===== config.mk =====
export PLATFORM = sky130hd
export DESIGN_NAME = masked_byte_pattern_scanner
export DESIGN_NICKNAME = d
export VERILOG_FILES = /design/src/rtl/mbps_pkg.sv /design/src/rtl/masked_byte_pattern_scanner.sv
export SDC_FILE = /design/constraint.sdc
export NUM_CORES = 2
export LEC_CHECK = 0
export ABC_AREA = 1
export ABC_CLOCK_PERIOD_IN_PS = 4300
export BUFFER_PORTS_ARGS = -buffer_cell sky130_fd_sc_hd__buf_2
export CORE_MARGIN = 10
export CORE_UTILIZATION = 56
export DETAILED_ROUTE_END_ITERATION = 12
export PLACE_DENSITY = 0.86
export SYNTH_ARGS = -nofsm -noshare
export SYNTH_HDL_FRONTEND = slang
export SYNTH_SLANG_ARGS = --single-unit

===== constraint.sdc =====
create_clock -name i_clk -period 4.3 [get_ports i_clk]
set_input_delay 0.43 -clock i_clk [delete_from_list [all_inputs] [get_ports i_clk]]
set_output_delay 0.43 -clock i_clk [all_outputs]
set_load 0.02 [all_outputs]

===== src/rtl/mbps_pkg.sv =====
// ----------------------------------------------------------------------------
// mbps_pkg: shared definitions for the masked byte pattern scanner
// Register indexes, field widths and parameter defaults.
// ----------------------------------------------------------------------------
package mbps_pkg;

    // parameter defaults
    localparam int PATTERN_MAX_DEF  = 16;
    localparam int ADDRESS_BITS_DEF = 48;

    // fixed field widths
    localparam int BYTE_W    = 8;
    localparam int BASE_W    = 48;
    localparam int COUNT_W   = 16;
    localparam int LEN_W     = 5;
    localparam int CFG_IDX_W = 3;
    localparam int CFG_DAT_W = 64;
    localparam int S_DATA_W  = 56;   // data_byte + region_base, whole bytes
    localparam int S_USER_W  = 2;
    localparam int M_DATA_W  = 48;

    // bytes seen in a region saturate here
    localparam logic [LEN_W-1:0]   SEEN_MAX  = 5'd16;
    localparam logic [COUNT_W-1:0] COUNT_MAX = 16'hFFFF;

    // configuration register indexes
    typedef enum logic [CFG_IDX_W-1:0] {
        REG_PATTERN_LOW  = 3'd0,
        REG_PATTERN_HIGH = 3'd1,
        REG_CARE_MASK    = 3'd2,
        REG_PATTERN_LEN  = 3'd3,
        REG_MATCH_INDEX  = 3'd4,
        REG_ADDR_OFFSET  = 3'd5
    } t_cfg_reg;

endpackage


===== src/rtl/masked_byte_pattern_scanner.sv =====
// A transaction passes the input register and then the result register.
// Throughput: one byte per cycle while no result waits; the window compare, the
// occurrence count and the address add all settle in the single processing stage.
// Reset: synchronous, active low; clears control state, the byte window and
// restores the register defaults (care mask all ones, pattern length one).
// ----------------------------------------------------------------------------
// masked_byte_pattern_scanner
// Streams memory bytes past a masked pattern of up to sixteen bytes, counts
// overlapping matches per region and reports the chosen occurrence's address
// or a single not-found result at the end of the scan.
// ----------------------------------------------------------------------------
module masked_byte_pattern_scanner #(
    parameter int PATTERN_MAX  = mbps_pkg::PATTERN_MAX_DEF,
    parameter int ADDRESS_BITS = mbps_pkg::ADDRESS_BITS_DEF
) (
    input  logic                             i_clk,
    input  logic                             i_rst_n,
    // configuration write port
    input  logic                             i_cfg_we,
    input  logic [mbps_pkg::CFG_IDX_W-1:0]   i_cfg_index,
    input  logic [mbps_pkg::CFG_DAT_W-1:0]   i_cfg_wdata,
    // byte stream in
    input  logic                             s_axis_tvalid,
    output logic                             s_axis_tready,
    input  logic [mbps_pkg::S_DATA_W-1:0]    s_axis_tdata,  // data_byte, region_base
    input  logic [mbps_pkg::S_USER_W-1:0]    s_axis_tuser,  // new_scan, new_region
    input  logic                             s_axis_tlast,  // scan_end
    // result out
    output logic                             m_axis_tvalid,
    input  logic                             m_axis_tready,
    output logic [mbps_pkg::M_DATA_W-1:0]    m_axis_tdata,  // match_address
    output logic                             m_axis_tuser   // found
);
    import mbps_pkg::*;

    localparam int WIN_D = (PATTERN_MAX > 1) ? PATTERN_MAX - 1 : 1;
    localparam int SUM_W = (ADDRESS_BITS < BASE_W) ? ADDRESS_BITS : BASE_W;

    // configuration registers
    logic [63:0]         r_pattern_low;
    logic [63:0]         r_pattern_high;
    logic [15:0]         r_care_mask;
    logic [LEN_W-1:0]    r_pattern_len;
    logic [COUNT_W-1:0]  r_match_index;
    logic signed [31:0]  r_addr_offset;

    // derived, end-aligned pattern
    logic [BYTE_W-1:0]   r_apat [PATTERN_MAX];
    logic [PATTERN_MAX-1:0] r_acare;
    logic [3:0]          r_nm1;
    logic [SUM_W-1:0]    r_adj;
    logic [BYTE_W-1:0]   n_apat [PATTERN_MAX];
    logic [PATTERN_MAX-1:0] n_acare;
    logic [3:0]          n_nm1;

    // input register
    logic                r_in_valid;
    logic [BYTE_W-1:0]   r_in_byte;
    logic                r_in_new_scan;
    logic                r_in_new_region;
    logic [BASE_W-1:0]   r_in_base;
    logic                r_in_scan_end;

    // scan state
    logic [BYTE_W-1:0]   r_win [WIN_D];
    logic [LEN_W-1:0]    r_seen;
    logic [SUM_W-1:0]    r_abs;      // region base plus position of the next byte
    logic [COUNT_W-1:0]  r_count;
    logic                r_done;

    // result register
    logic                r_out_valid;
    logic                r_out_found;
    logic [M_DATA_W-1:0] r_out_addr;

    // processing stage signals
    logic                fire;
    logic                done_eff;
    logic [LEN_W-1:0]    seen_eff;
    logic [COUNT_W-1:0]  count_eff;
    logic [SUM_W-1:0]    abs_eff;
    logic [BYTE_W-1:0]   cmp_byte [PATTERN_MAX];
    logic                match;
    logic                hit;
    logic [SUM_W-1:0]    sum_addr;

    logic [BYTE_W-1:0]   n_win [WIN_D];
    logic [LEN_W-1:0]    n_seen;
    logic [SUM_W-1:0]    n_abs;
    logic [COUNT_W-1:0]  n_count;
    logic                n_done;
    logic                n_out_valid;
    logic                n_out_found;
    logic [M_DATA_W-1:0] n_out_addr;

    // configuration writes
    always_ff @(posedge i_clk) begin
        if (!i_rst_n) begin
            r_pattern_low  <= '0;
            r_pattern_high <= '0;
            r_care_mask    <= 16'hFFFF;
            r_pattern_len  <= 5'd1;
            r_match_index  <= '0;
            r_addr_offset  <= '0;
        end else if (i_cfg_we) begin
            unique case (t_cfg_reg'(i_cfg_index))
                REG_PATTERN_LOW:  r_pattern_low  <= i_cfg_wdata;
                REG_PATTERN_HIGH: r_pattern_high <= i_cfg_wdata;
                REG_CARE_MASK:    r_care_mask    <= i_cfg_wdata[15:0];
                REG_PATTERN_LEN:  r_pattern_len  <= i_cfg_wdata[LEN_W-1:0];
                REG_MATCH_INDEX:  r_match_index  <= i_cfg_wdata[COUNT_W-1:0];
                REG_ADDR_OFFSET:  r_addr_offset  <= signed'(i_cfg_wdata[31:0]);
                default: ;
            endcase
        end
    end

    // clamp the length and align the pattern so its last byte meets the newest
    always_comb begin
        logic [LEN_W-1:0] len;
        logic [3:0]       idx;
        logic [127:0]     pat;
        len = r_pattern_len;
        if (len == '0)
            len = 5'd1;
        if (len > LEN_W'(PATTERN_MAX))
            len = LEN_W'(PATTERN_MAX);
        n_nm1 = 4'(len - 5'd1);
        pat   = {r_pattern_high, r_pattern_low};
        for (int j = 0; j < PATTERN_MAX; j++) begin
            idx        = n_nm1 - 4'(j);
            n_apat[j]  = pat[idx*8 +: 8];
            n_acare[j] = (4'(j) <= n_nm1) && r_care_mask[idx];
        end
    end

    always_ff @(posedge i_clk) begin
        r_apat  <= n_apat;
        r_acare <= n_acare;
        r_nm1   <= n_nm1;
        r_adj   <= SUM_W'(r_addr_offset) - SUM_W'(n_nm1);
    end

    // handshake
    assign fire          = r_in_valid && (!r_out_valid || m_axis_tready);
    assign s_axis_tready = !r_in_valid || fire;

    // input register
    always_ff @(posedge i_clk) begin
        if (!i_rst_n) begin
            r_in_valid <= 1'b0;
        end else if (s_axis_tready) begin
            r_in_valid <= s_axis_tvalid;
        end
    end

    always_ff @(posedge i_clk) begin
        if (s_axis_tvalid && s_axis_tready) begin
            r_in_byte       <= s_axis_tdata[BYTE_W-1:0];
            r_in_base       <= s_axis_tdata[BYTE_W +: BASE_W];
            r_in_new_scan   <= s_axis_tuser[0];
            r_in_new_region <= s_axis_tuser[1];
            r_in_scan_end   <= s_axis_tlast;
        end
    end

    // region restart and masked compare against the window
    always_comb begin
        logic all_eq;
        done_eff  = r_in_new_scan ? 1'b0 : r_done;
        seen_eff  = r_in_new_region ? '0 : r_seen;
        count_eff = r_in_new_region ? '0 : r_count;
        abs_eff   = r_in_new_region ? SUM_W'(r_in_base) : r_abs;

        cmp_byte[0] = r_in_byte;
        for (int j = 1; j < PATTERN_MAX; j++)
            cmp_byte[j] = r_in_new_region ? '0 : r_win[j-1];

        all_eq = 1'b1;
        for (int j = 0; j < PATTERN_MAX; j++)
            if (r_acare[j] && (cmp_byte[j] != r_apat[j]))
                all_eq = 1'b0;

        match    = all_eq && (seen_eff >= LEN_W'(r_nm1));
        hit      = match && !done_eff && (count_eff == r_match_index);
        sum_addr = abs_eff + r_adj;
    end

    // next state and result
    always_comb begin
        n_win   = r_win;
        n_seen  = r_seen;
        n_abs   = r_abs;
        n_count = r_count;
        n_done  = r_done;
        n_out_valid = r_out_valid && !m_axis_tready;
        n_out_found = r_out_found;
        n_out_addr  = r_out_addr;

        if (fire) begin
            n_out_valid = 1'b0;
            n_done      = done_eff;
            n_count     = count_eff;

            // occurrence handling
            if (hit) begin
                n_done      = 1'b1;
                n_out_valid = 1'b1;
                n_out_found = 1'b1;
                n_out_addr  = M_DATA_W'(sum_addr);
            end else if (match && !done_eff && (count_eff != COUNT_MAX)) begin
                n_count = count_eff + COUNT_W'(1);
            end

            // window shift and position advance
            for (int k = WIN_D - 1; k > 0; k--)
                n_win[k] = r_in_new_region ? '0 : r_win[k-1];
            n_win[0] = r_in_byte;
            n_seen   = (seen_eff < SEEN_MAX) ? seen_eff + LEN_W'(1) : seen_eff;
            n_abs    = abs_eff + SUM_W'(1);

            // scan end with nothing reported
            if (r_in_scan_end && !n_done) begin
                n_done      = 1'b1;
                n_out_valid = 1'b1;
                n_out_found = 1'b0;
                n_out_addr  = '0;
            end
        end
    end

    // state registers
    always_ff @(posedge i_clk) begin
        if (!i_rst_n) begin
            for (int k = 0; k < WIN_D; k++)
                r_win[k] <= '0;
            r_seen      <= '0;
            r_abs       <= '0;
            r_count     <= '0;
            r_done      <= 1'b0;
            r_out_valid <= 1'b0;
        end else begin
            r_win       <= n_win;
            r_seen      <= n_seen;
            r_abs       <= n_abs;
            r_count     <= n_count;
            r_done      <= n_done;
            r_out_valid <= n_out_valid;
        end
    end

    always_ff @(posedge i_clk) begin
        r_out_found <= n_out_found;
        r_out_addr  <= n_out_addr;
    end

    assign m_axis_tvalid = r_out_valid;
    assign m_axis_tdata  = r_out_addr;
    assign m_axis_tuser  = r_out_found;

endmodule

* Word-level counts from Yosys, hierarchy flattened
Cells that the tools add are included.
Word-level totals: word-level logic and storage cells 285, register bits 678
Cells by class: shift-type cells 16, multiplexer cells 80, $add $sub $neg 21, reductions and logical operators 57, equal/unequal tests 23, $lt $le $gt $ge 35
Operators with widths (number):
- 128-bit by 8-bit variable part select with 8-bit output | 16
- 8-bit inequality test | 16
- 8-bit 2-to-1 mux | 15
- 48-bit 2-to-1 mux | 2
- 4-bit by 5-bit less-than comparator with 1-bit output, second input constant | 16
- 1-bit binary-select mux with 4-bit select | 16
- 48-bit by 1-bit adder with 48-bit output, second input constant | 1
- 48-bit adder | 1
- 16-bit 2-to-1 mux | 3
- 1-bit logical AND | 40
- 1-bit 2-to-1 mux | 40
- 32-bit by 5-bit subtractor with 33-bit output | 1
- 4-bit <= comparator, first input constant | 8
- 4-bit subtractor, second input constant | 8
- 16-bit by 1-bit adder with 16-bit output, second input constant | 1
- 16-bit equality test | 1
- 3-bit by 4-bit <= comparator with 1-bit output, first input constant | 4
- 16-bit inequality test, second input constant | 1
- 4-bit by 3-bit subtractor with 4-bit output, second input constant | 4
- 5-bit 2-to-1 mux | 3
- 2-bit AND reduction | 7
- 1-bit by 4-bit <= comparator with 1-bit output, first input constant | 2
- 2-bit by 4-bit <= comparator with 1-bit output, first input constant | 2
- 4-bit by 1-bit subtractor with 4-bit output, second input constant | 2
- 14 further kinds | 22

* Depth between registers and ports, before layout
depth in word-level cells 27, gate-level depth with buffers 21

* Worst setup path after synthesis
No wires, ideal clock.
path kind reg2reg, start reg r_pattern_len[3], end reg r_adj[31], library setup time 0.118 ns, path buffers 3, path slack -0.317 ns, arrival time 4.498 ns, stages on the path, launching flop included 22, cells stage by stage dfxtp_1 -> inv_1 -> nand3_1 -> inv_1 -> o21ai_2 -> clkbuf_1 -> clkbuf_1 -> ha_1 -> inv_1 -> xor2_2 -> clkbuf_1 -> ha_1 -> a21oi_1 -> and2_1 -> o21ai_0 -> inv_1 -> nand4_1 -> nor2_1 -> nand3_1 -> nor4_1 -> nand4_1 -> xnor2_1
On the way: cells in the longest elaborated chain, start to end 6
Ends and longest elaborated chain:
- from (decl) | line masked_byte_pattern_scanner.sv:43 | logic [LEN_W-1:0] r_pattern_len;
- from (signal assigned) | line masked_byte_pattern_scanner.sv:110 | REG_PATTERN_LEN: r_pattern_len <= i_cfg_wdata[LEN_W-1:0];
- 5-bit logical NOT | line masked_byte_pattern_scanner.sv:124 | if (len == '0)
- 5-bit 2-to-1 mux * | line masked_byte_pattern_scanner.sv:124
- 5-bit greater-than comparator | line masked_byte_pattern_scanner.sv:126 | if (len > LEN_W'(PATTERN_MAX))
- 4-bit 2-to-1 mux * | line masked_byte_pattern_scanner.sv:126
- 4-bit by 1-bit subtractor with 4-bit output * | line masked_byte_pattern_scanner.sv:128 | n_nm1 = 4'(len - 5'd1);
- named net n_nm1[0] | line masked_byte_pattern_scanner.sv:54 | logic [3:0] n_nm1;
- 32-bit by 5-bit subtractor with 33-bit output * | line masked_byte_pattern_scanner.sv:141 | r_adj <= SUM_W'(r_addr_offset) - SUM_W'(n_nm1);
- to (signal assigned) | line masked_byte_pattern_scanner.sv:141
- to (decl) | line masked_byte_pattern_scanner.sv:51 | logic [SUM_W-1:0] r_adj;
Mark *: on every way through the listed nets, which the timed path passes. The rest lies on a longest branch. A chain may end at the register's enable or synchronous reset.

* Final worst setup path
start reg r_in_new_region, end reg r_out_addr[46] (netlist: m_axis_tdata[46]) (data pin)
On the way: cells in the longest elaborated chain, start to end 25
Ends and longest elaborated chain:
- from (decl) | line masked_byte_pattern_scanner.sv:60 | logic r_in_new_region;
- from (signal assigned) | line masked_byte_pattern_scanner.sv:162 | r_in_new_region <= s_axis_tuser[1];
- 8-bit 2-to-1 mux | line masked_byte_pattern_scanner.sv:177 | cmp_byte[j] = r_in_new_region ? '0 : r_win[j-1];
- 8-bit inequality test | line masked_byte_pattern_scanner.sv:181 | if (r_acare[j] && (cmp_byte[j] != r_apat[j]))
- 1-bit logical AND | line masked_byte_pattern_scanner.sv:181
- 1-bit 2-to-1 mux (15 in a row) | line masked_byte_pattern_scanner.sv:181
- 1-bit logical AND | line masked_byte_pattern_scanner.sv:184 | match = all_eq && (seen_eff >= LEN_W'(r_nm1));
- 1-bit logical AND (2 in a row) | line masked_byte_pattern_scanner.sv:185 | hit = match && !done_eff && (count_eff == r_match_index);
- 1-bit 2-to-1 mux | line masked_byte_pattern_scanner.sv:206 | if (hit) begin
- 1-bit 2-to-1 mux | line masked_byte_pattern_scanner.sv:200 | if (fire) begin
- 1-bit logical NOT | line masked_byte_pattern_scanner.sv:223 | if (r_in_scan_end && !n_done) begin
- 1-bit logical AND | line masked_byte_pattern_scanner.sv:223
- to (signal assigned) | line masked_byte_pattern_scanner.sv:254 | r_out_addr <= n_out_addr;
- to (decl) | line masked_byte_pattern_scanner.sv:74 | logic [M_DATA_W-1:0] r_out_addr;
Several ways; a longest one is shown, not always the timed one. The select of a mux whose other input is x is not followed.

==> results.toml <==
[sta]
drv_slew = 0
tns_ps = 0
setup_violations = 0
min_period_ps = 4113
rsz0062_at_grt = "no"
worstMarginPinSlew_ps = 1287
timing.hold.ws_ps = 20.29
fin_worst_skew_ps = 44.52
slew_headroom_pct = 14.08
fmax_ghz = 0.2431
min_period_over_period_pct = 95.66
hold_viol_final = 0

[power]
sw_frac_of_total_pct = 33.73
p_seq_share_pct = 40.5
pwr-share-clk_pct = 35.1
powerDensity_nw_per_um2 = 467.5
pwr-share-comb_pct = 24.4
internal-power_w = 0.01264
p_leak_nw = 18.90
vdd_ir_drop_max_mv = 0.2974
power_switching_w = 0.006433

[clock_tree]
path_clk_slew_ps = 70
cts_buffers = 72
htree_levels = 3
clockBufferDepth = 3
clk_latency_ps = 650
cts_tree = "built"
cts_root_buf = "clkbuf_16"
clock_sinks = 678

[global_routing]
gr-total-overflow = 0
grt_pass1_vias = 32340
antenna_found_initial = 2
grt_pass1_wl_um = 184800
grt_max_degree = 139
grt.total_usage_pct = 31.22

[floorplan]
die_area_um2 = 75190
io_pins = 182
start_util_pct = 56.34
row_count = 93
dieHeight_um = 274.2
dieWidth_um = 274.2
core-area_um2 = 64230

[yosys]
syn_area_um2 = 36190
synth_area_leaders = "dfxtp_1, o21ai_0, nand2_1"
synth.distinct_cells = 52
synth.avg_cell_area_um2 = 6.954
synth_area_leader_cell = "dfxtp_1"
synth.top_cell.area_share_pct = 31.53
ys.flop_type = "dfxtp_1"
async_flop_share_pct = 0
synth_nets = 5407
yosysWarnings = 0
synth_edf_count = 108
synth-seq-cells = 678
netlist_instances = 5204
synth-seq-area-share_pct = 40.49

[final_layout]
final_common_cell = "nand2_1"
finalNetCount = 5517
drive_gt1_share_pct = 8.678
most-common-layout-cells = "nand2_1, o21ai_0, nor2_1, inv_1, dfxtp_1"
synthToLayoutAreaGrowth_pct = 12.74
layout.cells.non_filler = 6227

[critical_path]
endpoint_kind = "flip-flop"
cpMostUsedCell = "nand2_1"
worstSetupStartpointType = "flip-flop"
path_max_fanout = 36
cp_slowest_cell = "edfxtp_1"
max_stage_delay_ps = 500
path_class = "flip-flop to flip-flop"
crit_chain = "buf_4 -> buf_4 -> o21ai_1 -> ha_1 -> nand2_1 -> nor2_1 -> nand4_1 -> o21a_1 -> o21ai_0 -> nand2_1 -> nand2_1 -> nand4_1 -> nand2_1 -> xor2_1 -> nand2_1 -> inv_1"
startpoint = "r_in_new_region"
required_ps = 4700
arrival_ps = 4510
r2r-start = "r_in_new_region"

[drt]
drc_errors = 0
routed_via_density = 5.730
vias = 35682
dr.pass1.iters = 9
drt-total-wl_um = 120900
drt_iter0_markers = 5173
wl_per_cell_um = 19.42
antenna_left = 0

[placed_design]
portBuffers = 181
place_hpwl_um = 88100
globalplace.congestion = 1.028
placed_cells = 6038

[min_path]
hold_path_class = "input port to flip-flop"
min_from = "s_axis_tdata[18]"

[job]
drv_cap = 0

[status]
status = "finished clean"
[worst max-delay path, delay by kind of cell (launching register included)]
kind / cells / cell delay [ps]
buffers and inverters: 3 / 790
AND/OR/NAND/NOR: 8 / 1070
AO/OA/AOI/OAI: 3 / 980
adder cells (fa/ha/maj): 1 / 480
XOR/XNOR: 1 / 70
flip-flops: 1 / 500
[registers in the layout, indices dropped and copies added, names as in the netlist, 4 cells and up]
register	flops
r_adj	33
r_nm1	4
r_seen	5
r_abs	48
r_match_index	16
r_addr_offset	32
r_pattern_low	64
r_pattern_high	64
r_in_base	48
r_count	16
r_pattern_len	5
r_care_mask	16
r_acare	16
r_in_byte	8
r_win	120
m_axis_tdata	48
r_apat	128
[worst paths after layout]
kind	to	slack [ps]	depth (start not counted)
worst max-delay path	m_axis_tdata[46]	190	16
worst min-delay path	r_in_base[10]	20	1
worst max register to register	m_axis_tdata[46]	190	16
worst min register to register	r_adj[32]	440	1
[metrics by stage]
stage               power (W)  setup slack (ps)  util, %  instance area, µm²
finish                0.01907             186.8    63.52               40800
global route          0.01984             16.39    63.52               40800
CTS                   0.01890             318.5    63.49               40780
detailed placement    0.01225             330.6    58.69               37700
global placement      0.01216             328.0    58.69               37700
floorplan             0.01064             49.24        -               36190
[kinds of logic (layout without fill, tap and decap cells)]
logic type	after synthesis	count (layout)	share of synthesized area [%]
AND/OR/NAND/NOR	2015	2015	22.76
flip-flops	678	678	40.49
XOR/XNOR	181	181	4.443
AO/OA/AOI/OAI	1326	1326	19.09
other	0	2	0
adder cells (fa/ha/maj)	72	72	2.531
buffers and inverters	885	1051	9.383
multiplexers	47	47	1.300
[power by group through the flow]
stage / clock network (W) / logic, W / registers [W]
finish: 0.00669 / 0.00466 / 0.00773
global route: 0.00696 / 0.00514 / 0.00774
CTS: 0.00670 / 0.00453 / 0.00767
detailed placement: 0 / 0.00445 / 0.00780
global placement: 0 / 0.00437 / 0.00779
floorplan: 0 / 0.00309 / 0.00755
[layer usage]
metal | global-route usage (%) | share of wire [%] | up-vias
li1 | - | - | 17051
met1 | 41.83 | 40 | 16350
met2 | 48.53 | 44 | 1973
met3 | 6.203 | 12 | 308
met4 | 13.10 | 4.5 | 0
met5 | 0 | 0 | -
[Yosys cell counts (all sizes together), types with 59 or more instances]
master  instances
xor2          113
nand3         116
ha             70
clkbuf        201
o21ai         952
dfxtp         570
nand2        1117
inv           619
xnor2          68
buf            59
nor2          606
a21oi         262
edfxtp        108
[repair_timing]
action | in CTS | in global routing
setup endpoints to repair | 0 | 4
resized for setup | 0 | 3
hold buffers | 57 | 0
hold endpoints to repair | 57 | 0
setup buffers | 0 | 0
[layout make-up]
cell class | instances | area, µm²
fill | 5558 | 23430
multi-input combinational | 3641 | 18180
sequential | 678 | 14650
inverter | 625 | 2360
timing repair buffer | 296 | 2012
clock buffer | 95 | 1999
tap | 855 | 1070
clock inverter | 35 | 515.5
antenna | 2 | 5.005
Power figures use the tool's default switching activity.
